### config.mk
export PLATFORM = sky130hd
export DESIGN_NAME = radix_digit_decomposer
export DESIGN_NICKNAME = d
export VERILOG_FILES = /design/src/sv/rdd_pkg.sv /design/src/sv/rdd_cfg.sv /design/src/sv/rdd_ctrl.sv /design/src/sv/rdd_dp.sv /design/src/sv/radix_digit_decomposer.sv
export SDC_FILE = /design/constraint.sdc
export NUM_CORES = 1
export LEC_CHECK = 0
export ABC_AREA = 1
export BUFFER_PORTS_ARGS = -buffer_cell sky130_fd_sc_hd__buf_2
export CAP_MARGIN = 20
export CELL_PAD_IN_SITES_DETAIL_PLACEMENT = 0
export CELL_PAD_IN_SITES_GLOBAL_PLACEMENT = 1
export CORE_ASPECT_RATIO = 2
export CORE_MARGIN = 1.5
export CORE_UTILIZATION = 48
export CTS_BUF_LIST = sky130_fd_sc_hd__clkbuf_4 sky130_fd_sc_hd__clkbuf_8
export DETAILED_ROUTE_END_ITERATION = 6
export GPL_ROUTABILITY_DRIVEN = 0
export HOLD_SLACK_MARGIN = 0.15
export PLACE_DENSITY = 0.95
export SLEW_MARGIN = 20
export SYNTH_ARGS = -nofsm -noshare
export SYNTH_HDL_FRONTEND = slang
export SYNTH_SLANG_ARGS = --single-unit
### constraint.sdc
create_clock -name clk_i -period 16.5 [get_ports clk_i]
set_input_delay 4.95 -clock clk_i [delete_from_list [all_inputs] [get_ports clk_i]]
set_output_delay 4.95 -clock clk_i [all_outputs]
set_load 0.01 [all_outputs]
### src/sv/rdd_pkg.sv
`timescale 1ns / 1ps
// ----------------------------------------------------------------------------
// rdd_pkg
// Shared types and constants of the radix digit decomposer.
// ----------------------------------------------------------------------------
package rdd_pkg;

  localparam int MAX_DIGITS_DEF  = 16;
  localparam int INDEX_WIDTH_DEF = 32;

  localparam int RADIX_W     = 9;
  localparam int COUNT_W     = 5;
  localparam int CFG_DATA_W  = 9;
  localparam int CFG_IDX_W   = 1;
  localparam int IN_DATA_W   = 32;
  localparam int DIGIT_W     = 8;
  localparam int POS_W       = 4;
  localparam int OUT_DATA_W  = 16;

  localparam int RADIX_RESET = 2;
  localparam int COUNT_RESET = 8;
  localparam int RADIX_MIN   = 2;
  localparam int RADIX_MAX   = 256;

  localparam logic [CFG_IDX_W-1:0] CFG_RADIX       = 1'b0;
  localparam logic [CFG_IDX_W-1:0] CFG_DIGIT_COUNT = 1'b1;

  typedef enum logic [2:0] {
    ST_IDLE,
    ST_POWER,
    ST_CLAMP,
    ST_DIVIDE,
    ST_EMIT
  } state_e;

  typedef struct packed {
    logic load;
    logic pow_step;
    logic clamp;
    logic div_step;
    logic emit;
  } dp_cmd_t;

  typedef struct packed {
    logic pow_done;
    logic div_last;
    logic last_digit;
    logic out_free;
  } dp_status_t;

endpackage

### src/sv/rdd_cfg.sv
`timescale 1ns / 1ps
// ----------------------------------------------------------------------------
// rdd_cfg
// Configuration registers, stored already saturated to their usable range.
// ----------------------------------------------------------------------------
module rdd_cfg #(
  parameter int MAX_DIGITS = rdd_pkg::MAX_DIGITS_DEF,
  localparam int CW = $clog2(MAX_DIGITS + 1)
) (
  input  logic                                clk_i,
  input  logic                                rst_ni,
  input  logic                                cfg_we_i,
  input  logic [rdd_pkg::CFG_IDX_W-1:0]       cfg_idx_i,
  input  logic [rdd_pkg::CFG_DATA_W-1:0]      cfg_data_i,
  output logic [rdd_pkg::RADIX_W-1:0]         radix_o,
  output logic [CW-1:0]                       count_o
);

  localparam int CNT_RST = (rdd_pkg::COUNT_RESET > MAX_DIGITS) ? MAX_DIGITS
                                                                : rdd_pkg::COUNT_RESET;
  localparam int SW = CW + rdd_pkg::COUNT_W;

  logic [rdd_pkg::RADIX_W-1:0] radix_q, radix_d;
  logic [CW-1:0]               count_q, count_d;
  logic [rdd_pkg::RADIX_W-1:0] wr_radix;
  logic [SW-1:0]               wr_count;

  always_comb begin
    wr_radix = cfg_data_i[rdd_pkg::RADIX_W-1:0];
    if (wr_radix < rdd_pkg::RADIX_W'(rdd_pkg::RADIX_MIN)) begin
      wr_radix = rdd_pkg::RADIX_W'(rdd_pkg::RADIX_MIN);
    end else if (wr_radix > rdd_pkg::RADIX_W'(rdd_pkg::RADIX_MAX)) begin
      wr_radix = rdd_pkg::RADIX_W'(rdd_pkg::RADIX_MAX);
    end
    wr_count = SW'(cfg_data_i[rdd_pkg::COUNT_W-1:0]);
    if (wr_count == '0) begin
      wr_count = SW'(1);
    end else if (wr_count > SW'(MAX_DIGITS)) begin
      wr_count = SW'(MAX_DIGITS);
    end
  end

  always_comb begin
    radix_d = radix_q;
    count_d = count_q;
    if (cfg_we_i) begin
      case (cfg_idx_i)
        rdd_pkg::CFG_RADIX:       radix_d = wr_radix;
        rdd_pkg::CFG_DIGIT_COUNT: count_d = wr_count[CW-1:0];
        default: ;
      endcase
    end
  end

  always_ff @(posedge clk_i or negedge rst_ni) begin
    if (!rst_ni) begin
      radix_q <= rdd_pkg::RADIX_W'(rdd_pkg::RADIX_RESET);
      count_q <= CW'(CNT_RST);
    end else begin
      radix_q <= radix_d;
      count_q <= count_d;
    end
  end

  assign radix_o = radix_q;
  assign count_o = count_q;

endmodule

### src/sv/rdd_ctrl.sv
`timescale 1ns / 1ps
// ----------------------------------------------------------------------------
// rdd_ctrl
// Sequencer: power of the radix, clamp, then one long division per digit.
// ----------------------------------------------------------------------------
module rdd_ctrl (
  input  logic                clk_i,
  input  logic                rst_ni,
  input  logic                in_valid_i,
  output logic                in_ready_o,
  input  rdd_pkg::dp_status_t status_i,
  output rdd_pkg::dp_cmd_t    cmd_o,
  output rdd_pkg::state_e     state_o
);

  rdd_pkg::state_e state_q, state_d;

  always_comb begin
    state_d = state_q;
    case (state_q)
      rdd_pkg::ST_IDLE: begin
        if (in_valid_i) state_d = rdd_pkg::ST_POWER;
      end
      rdd_pkg::ST_POWER: begin
        if (status_i.pow_done) state_d = rdd_pkg::ST_CLAMP;
      end
      rdd_pkg::ST_CLAMP: state_d = rdd_pkg::ST_DIVIDE;
      rdd_pkg::ST_DIVIDE: begin
        if (status_i.div_last) state_d = rdd_pkg::ST_EMIT;
      end
      rdd_pkg::ST_EMIT: begin
        if (status_i.out_free) begin
          state_d = status_i.last_digit ? rdd_pkg::ST_IDLE : rdd_pkg::ST_DIVIDE;
        end
      end
      default: state_d = rdd_pkg::ST_IDLE;
    endcase
  end

  always_comb begin
    cmd_o      = '0;
    in_ready_o = 1'b0;
    case (state_q)
      rdd_pkg::ST_IDLE: begin
        in_ready_o = 1'b1;
        cmd_o.load = in_valid_i;
      end
      rdd_pkg::ST_POWER:  cmd_o.pow_step = !status_i.pow_done;
      rdd_pkg::ST_CLAMP:  cmd_o.clamp    = 1'b1;
      rdd_pkg::ST_DIVIDE: cmd_o.div_step = 1'b1;
      rdd_pkg::ST_EMIT:   cmd_o.emit     = status_i.out_free;
      default: ;
    endcase
  end

  always_ff @(posedge clk_i or negedge rst_ni) begin
    if (!rst_ni) begin
      state_q <= rdd_pkg::ST_IDLE;
    end else begin
      state_q <= state_d;
    end
  end

  assign state_o = state_q;

endmodule

### src/sv/rdd_dp.sv
`timescale 1ns / 1ps
// ----------------------------------------------------------------------------
// rdd_dp
// Datapath: radix power with overflow flag, clamp, byte-wise long division
// and the output register.
// ----------------------------------------------------------------------------
module rdd_dp #(
  parameter int MAX_DIGITS  = rdd_pkg::MAX_DIGITS_DEF,
  parameter int INDEX_WIDTH = rdd_pkg::INDEX_WIDTH_DEF,
  localparam int CW = $clog2(MAX_DIGITS + 1)
) (
  input  logic                               clk_i,
  input  logic                               rst_ni,
  input  rdd_pkg::dp_cmd_t                   cmd_i,
  output rdd_pkg::dp_status_t                status_o,
  input  logic [rdd_pkg::RADIX_W-1:0]        radix_i,
  input  logic [CW-1:0]                      count_i,
  input  logic [rdd_pkg::IN_DATA_W-1:0]      in_data_i,
  input  logic                               out_ready_i,
  output logic                               out_valid_o,
  output logic [rdd_pkg::DIGIT_W-1:0]        digit_o,
  output logic [rdd_pkg::POS_W-1:0]          pos_o,
  output logic                               clamped_o,
  output logic                               last_o
);

  localparam int W    = INDEX_WIDTH;
  localparam int NCH  = (W + 7) / 8;
  localparam int DW   = NCH * 8;
  localparam int CHW  = (NCH > 1) ? $clog2(NCH) : 1;
  localparam int PW   = W + rdd_pkg::RADIX_W;

  logic [W-1:0]   p_q, p_d;
  logic           ovf_q, ovf_d;
  logic [DW-1:0]  ks_q, ks_d;
  logic [7:0]     rem_q, rem_d;
  logic [CHW-1:0] chunk_q, chunk_d;
  logic [CW-1:0]  cnt_q, cnt_d;
  logic           clamp_q, clamp_d;

  logic           ovalid_q, ovalid_d;
  logic [7:0]     digit_q, digit_d;
  logic [rdd_pkg::POS_W-1:0] pos_q, pos_d;
  logic           oclamp_q, oclamp_d;
  logic           olast_q, olast_d;

  logic [W-1:0]   in_ext;
  logic [PW-1:0]  prod;
  logic [7:0]     step_rem;
  logic [8:0]     trial;
  logic [7:0]     qbits;
  logic [7:0]     top_byte;
  logic           last_digit;
  logic           out_free;

  assign in_ext = W'(in_data_i);
  assign prod   = PW'(p_q) * PW'(radix_i);
  assign top_byte = ks_q[DW-1 -: 8];

  // eight restoring steps on a byte of the dividend
  always_comb begin
    step_rem = rem_q;
    qbits    = '0;
    trial    = '0;
    for (int b = 7; b >= 0; b--) begin
      trial = {step_rem, top_byte[b]};
      if (trial >= radix_i) begin
        step_rem = 8'(trial - radix_i);
        qbits[b] = 1'b1;
      end else begin
        step_rem = trial[7:0];
      end
    end
  end

  assign last_digit = (cnt_q == count_i - CW'(1));
  assign out_free   = !ovalid_q || out_ready_i;

  always_comb begin
    p_d      = p_q;
    ovf_d    = ovf_q;
    ks_d     = ks_q;
    rem_d    = rem_q;
    chunk_d  = chunk_q;
    cnt_d    = cnt_q;
    clamp_d  = clamp_q;
    ovalid_d = ovalid_q && !out_ready_i;
    digit_d  = digit_q;
    pos_d    = pos_q;
    oclamp_d = oclamp_q;
    olast_d  = olast_q;

    if (cmd_i.load) begin
      ks_d  = DW'(in_ext);
      p_d   = W'(1);
      ovf_d = 1'b0;
      cnt_d = '0;
    end
    if (cmd_i.pow_step) begin
      // power beyond the index range: no clamp for this item
      if (prod[PW-1:W] != '0) begin
        ovf_d = 1'b1;
      end else begin
        p_d = prod[W-1:0];
      end
      cnt_d = cnt_q + CW'(1);
    end
    if (cmd_i.clamp) begin
      if (!ovf_q && (ks_q[W-1:0] >= p_q)) begin
        ks_d    = DW'(p_q - W'(1));
        clamp_d = 1'b1;
      end else begin
        clamp_d = 1'b0;
      end
      cnt_d   = '0;
      rem_d   = '0;
      chunk_d = '0;
    end
    if (cmd_i.div_step) begin
      ks_d    = (ks_q << 8) | DW'(qbits);
      rem_d   = step_rem;
      chunk_d = chunk_q + CHW'(1);
    end
    if (cmd_i.emit) begin
      ovalid_d = 1'b1;
      digit_d  = rem_q;
      pos_d    = rdd_pkg::POS_W'(cnt_q);
      oclamp_d = clamp_q;
      olast_d  = last_digit;
      rem_d    = '0;
      chunk_d  = '0;
      cnt_d    = cnt_q + CW'(1);
    end
  end

  always_ff @(posedge clk_i or negedge rst_ni) begin
    if (!rst_ni) begin
      ovalid_q <= 1'b0;
      ovf_q    <= 1'b0;
      cnt_q    <= '0;
      chunk_q  <= '0;
    end else begin
      ovalid_q <= ovalid_d;
      ovf_q    <= ovf_d;
      cnt_q    <= cnt_d;
      chunk_q  <= chunk_d;
    end
  end

  always_ff @(posedge clk_i) begin
    p_q      <= p_d;
    ks_q     <= ks_d;
    rem_q    <= rem_d;
    clamp_q  <= clamp_d;
    digit_q  <= digit_d;
    pos_q    <= pos_d;
    oclamp_q <= oclamp_d;
    olast_q  <= olast_d;
  end

  assign status_o.pow_done   = ovf_q || (cnt_q == count_i);
  assign status_o.div_last   = (chunk_q == CHW'(NCH - 1));
  assign status_o.last_digit = last_digit;
  assign status_o.out_free   = out_free;

  assign out_valid_o = ovalid_q;
  assign digit_o     = digit_q;
  assign pos_o       = pos_q;
  assign clamped_o   = oclamp_q;
  assign last_o      = olast_q;

endmodule

### src/sv/radix_digit_decomposer.sv
`timescale 1ns / 1ps
// ----------------------------------------------------------------------------
// radix_digit_decomposer
// Splits an index into digit_count base-radix digits, least significant
// first, after clamping it to radix^digit_count - 1.
// ----------------------------------------------------------------------------
// sequence: accept, power steps up to radix^n (n the digit count) or overflow,
//   clamp, then per digit a byte-wise divide over ceil(INDEX_WIDTH / 8) bytes and an emit
// rate: set by the byte-wise long division and the one multiplier of the power
//   loop; a new index is taken only once the last digit of the previous one is emitted
// reset: radix 2, digit count 8, sequencer idle, output empty
module radix_digit_decomposer #(
  parameter int MAX_DIGITS  = rdd_pkg::MAX_DIGITS_DEF,
  parameter int INDEX_WIDTH = rdd_pkg::INDEX_WIDTH_DEF
) (
  input  logic                              clk_i,
  input  logic                              rst_ni,
  input  logic                              cfg_we_i,
  input  logic [rdd_pkg::CFG_IDX_W-1:0]     cfg_idx_i,
  input  logic [rdd_pkg::CFG_DATA_W-1:0]    cfg_data_i,
  input  logic                              s_axis_tvalid,
  output logic                              s_axis_tready,
  input  logic [rdd_pkg::IN_DATA_W-1:0]     s_axis_tdata,   // combo_index
  output logic                              m_axis_tvalid,
  input  logic                              m_axis_tready,
  output logic [rdd_pkg::OUT_DATA_W-1:0]    m_axis_tdata,   // digit_value, digit_position
  output logic                              m_axis_tuser,   // clamped
  output logic                              m_axis_tlast    // last_digit
);

  localparam int CW = $clog2(MAX_DIGITS + 1);

  logic [rdd_pkg::RADIX_W-1:0] radix;
  logic [CW-1:0]               count;
  rdd_pkg::dp_cmd_t            cmd;
  rdd_pkg::dp_status_t         status;
  rdd_pkg::state_e             state;
  logic [rdd_pkg::DIGIT_W-1:0] digit;
  logic [rdd_pkg::POS_W-1:0]   pos;

  rdd_cfg #(
    .MAX_DIGITS (MAX_DIGITS)
  ) u_cfg (
    .clk_i      (clk_i),
    .rst_ni     (rst_ni),
    .cfg_we_i   (cfg_we_i),
    .cfg_idx_i  (cfg_idx_i),
    .cfg_data_i (cfg_data_i),
    .radix_o    (radix),
    .count_o    (count)
  );

  rdd_ctrl u_ctrl (
    .clk_i      (clk_i),
    .rst_ni     (rst_ni),
    .in_valid_i (s_axis_tvalid),
    .in_ready_o (s_axis_tready),
    .status_i   (status),
    .cmd_o      (cmd),
    .state_o    (state)
  );

  rdd_dp #(
    .MAX_DIGITS  (MAX_DIGITS),
    .INDEX_WIDTH (INDEX_WIDTH)
  ) u_dp (
    .clk_i       (clk_i),
    .rst_ni      (rst_ni),
    .cmd_i       (cmd),
    .status_o    (status),
    .radix_i     (radix),
    .count_i     (count),
    .in_data_i   (s_axis_tdata),
    .out_ready_i (m_axis_tready),
    .out_valid_o (m_axis_tvalid),
    .digit_o     (digit),
    .pos_o       (pos),
    .clamped_o   (m_axis_tuser),
    .last_o      (m_axis_tlast)
  );

  assign m_axis_tdata = {{(rdd_pkg::OUT_DATA_W - rdd_pkg::DIGIT_W - rdd_pkg::POS_W){1'b0}},
                         pos, digit};

  // busy right after an index is taken
  assert property (@(posedge clk_i) disable iff (!rst_ni)
    s_axis_tvalid && s_axis_tready |=> !s_axis_tready && (state == rdd_pkg::ST_POWER))
    else $error("sequencer did not leave idle after accept");

  // a digit always lies below the radix
  assert property (@(posedge clk_i) disable iff (!rst_ni)
    m_axis_tvalid |-> ({1'b0, digit} < radix))
    else $error("digit not below radix");

  // a new beat is only loaded when the output register is free
  assert property (@(posedge clk_i) disable iff (!rst_ni)
    cmd.emit |-> (!m_axis_tvalid || m_axis_tready))
    else $error("output beat overwritten");

endmodule
==> impl_metrics.csv <==
group,metric,value,unit
placement,place_inst,3463,
floorplan,dieArea,42200,µm²
hold_path,hold_path.class,"register to register",
layout,area_delta_synth_final,6.37,%
floorplan,initial_core_util,0.487,
timing,relSlewSlack,0.273,
critical_path,crit_path_top_delay_cell,"dfstp_4",
placement,hpwl,50.9,mm
detailed_routing,routed_via_density,5.46,
cts,cts_tree,"yes",
timing,final-setup-viol-count,0,
critical_path,crit_required,16.93,ns
grt,antenna_found_initial,5,
detailed_routing,first_pass_iters,5,
critical_path,cpPeakStageDelay,0.93,ns
cts,clk_latency,0.50,ns
outcome,outcome,"finished, final reports clean",
detailed_routing,drtIter0Drc,1188,
timing,fmax,66.5,MHz
grt,grt_pass1_wl,104,mm
grt,grt_pass1_vias,20200,
critical_path,worst_setup_path_end_kind,"register",
floorplan,dieHeight,289,µm
detailed_routing,avgRoutedWirePerCell,18.2,µm
floorplan,io-pin-count,67,
synth,ys_top_cells_by_count,"nand2_1 (962), inv_1 (601), fa_1 (219)",
layout,multiInputGateArea,14400,µm²
grt,grt_max_degree,76,
timing,finalHoldViolations,0,
critical_path,crit_path_frequent_cell,"nand2_1",
synth,synthFlopType,"dfxtp_1",
timing,drv_slew,0,
cts,cts_buffer_depth,2,
detailed_routing,antenna_left,0,
grt,grt_use_total,0.316,
layout,fin_cells,3509,
synth,syn_area_per_cell,6.66,µm²
synth,synth_top_area_frac,0.223,
detailed_routing,vias,19100,
synth,synthCells,2952,
synth,synth_cell_types,56,
cts,cts_sinks,113,
floorplan,fp.dieW,146,µm
timing,setup_tns,0,ns
timing,fin_crit_sh,0.912,
synth,ys_seq_area_frac,0.129,
synth,synthArstFlopShare,0.230,
grt,grt_overflow,0,
timing,worst_pin_slew,1.06,ns
synth,synth.most_common_cell,"nand2_1",
layout,nFillCells,3995,
synth,synth_edf_count,15,
timing,clock_skew,0.0119,ns
timing,rsz0062_at_grt,"false",
critical_path,start_kind,"register",
placement,port_buffers,62,
cts,cts_buffers,17,
timing,fin_crit,15.04,ns
critical_path,cp_max_fo,35,
synth,synth-seq-cells,113,
timing,hold_ws,0.430,ns
detailed_routing,finalWirelength,63.7,mm
cts,clk_transition_reported_paths,0.08,ns
job,drv_cap,0,
critical_path,arrival,15.47,ns
detailed_routing,drc_errors,0,
floorplan,core,40300,µm²
cts,htreeDepth,4,
synth,yosysWarnings,0,
layout,fin_nets,3398,
synth,netlist_top_cells_area,"fa_1 (22%), nand2_1 (18%), inv_1 (11%), ha_1 (11%), dfxtp_1 (7.3%)",
layout,regArea,2550,µm²
cts,clockRootBuffer,"clkbuf_8",
layout,drive_gt1_frac,0.0585,
synth,synth_top_area_cell,"fa_1",
synth,synth_area,19700,µm²
floorplan,rows,104,
critical_path,path_class,"register to register",
placed cells by master, fill, tap and decap left out, types with 4 or more instances in the layout:
cell type / instances
nand2_1: 962
inv_1: 598
fa_1: 219
nand3_1: 170
ha_1: 169
nor2_1: 143
o21ai_0: 106
a21oi_1: 98
dfxtp_1: 72
buf_2: 62
xor2_1: 53
nand4_1: 32
buf_4: 31
xnor2_1: 30
dfrtp_1: 24
nor3_1: 22
clkbuf_8: 17
inv_2: 16
edfxtp_1: 15
o211ai_1: 14
or2_2: 8
o21bai_1: 8
nor2_2: 7
o21ai_1: 7
o22ai_1: 7
clkinv_1: 6
nor4_1: 5
a31oi_1: 5
nand2_2: 5
o21a_1: 4
o31ai_1: 4
nand3b_1: 4
conb_1: 4
bufinv_16: 4
clkinv_2: 4
per-layer routing:
| layer | GRT usage | wire length (µm) | vias to the layer above |
|---|---|---|---|
| li1 | - | - | 9002 |
| met4 | 0.272 | 6100 | 4 |
| met3 | 0.0559 | 3430 | 298 |
| met5 | 0 | 24 | - |
| met2 | 0.588 | 33400 | 747 |
| met1 | 0.299 | 20800 | 9095 |
metrics by stage:
stage / instance area [µm²] / util / worst slack [ns]
2_1_floorplan: 19700 / - / 4.14
3_3_place_gp: 20400 / 0.505 / 1.21
3_5_place_dp: 20400 / 0.505 / 0.517
4_1_cts: 20800 / 0.515 / 0.452
5_1_grt: 20900 / 0.518 / 0.0959
6_report: 20900 / 0.518 / 1.46
layout make-up:
| type | instances | share of cell area |
|---|---|---|
| Multi-Input combinational cell | 2118 | 0.688 |
| Sequential cell | 113 | 0.122 |
| Inverter | 620 | 0.112 |
| Tap cell | 530 | 0.0317 |
| Timing Repair Buffer | 93 | 0.0260 |
| Clock buffer | 17 | 0.0112 |
| Clock inverter | 15 | 0.00910 |
| Antenna cell | 3 | 0.000359 |
cell families (layout without fill, tap and decap cells):
family / Yosys count / count (layout) / synth area share
XOR/XNOR: 83 / 83 / 0.0370
flip-flops: 113 / 113 / 0.129
AO/OA/AOI/OAI: 267 / 267 / 0.0750
other: 1 / 7 / 0.000191
buffers and inverters: 724 / 745 / 0.140
AND/OR/NAND/NOR: 1376 / 1376 / 0.288
adder cells (fa/ha/maj): 388 / 388 / 0.331
state kept, by name, summed over array words and instances (netlist names), 3 cells and up:
name and count:
u_ctrl.state_o 3, u_cfg.radix_o 9, u_dp.pos_o 4, u_dp.cnt_q 5, u_cfg.count_o 5, u_dp.rem_q 8
u_dp.p_q 32, u_dp.digit_o 8, u_dp.ks_q 32
timing repair:
| item | 4_1_cts | 5_1_grt |
|---|---|---|
| setup endpoints to repair | 0 | 9 |
| setup buffers | 0 | 11 |
| resized for setup | 0 | 7 |
| hold buffers | 0 | 0 |
worst max-delay path, delay by kind of cell (launching register included):
kind            cells  cell delay [ns]
compound gates     20             4.79
xor+xnor            1             0.09
fa+ha+maj           8             2.78
simple gates       35             4.49
flops               1             0.93
buf+inv            13             1.83
worst paths after layout:
| path | cells past startpoint | startpoint | endpoint | slack, ns |
|---|---|---|---|---|
| worst min-delay path | 0 | u_dp.clamp_q | u_dp.clamped_o | 0.43 |
| worst max-delay path | 77 | u_cfg.radix_o[1] | u_dp.rem_q[1] | 1.46 |
| worst max register to register | 77 | u_cfg.radix_o[1] | u_dp.rem_q[1] | 1.46 |
| max in group asynchronous | 1 | rst_ni | u_cfg.radix_o[5] | 11.55 |
| worst min register to register | 0 | u_dp.clamp_q | u_dp.clamped_o | 0.43 |
| min in group asynchronous | 1 | rst_ni | u_ctrl.state_o[0] | 4.48 |
Power is not shown: default switching activity piles up to over one toggle a cycle in this logic, so the estimate is an artifact.
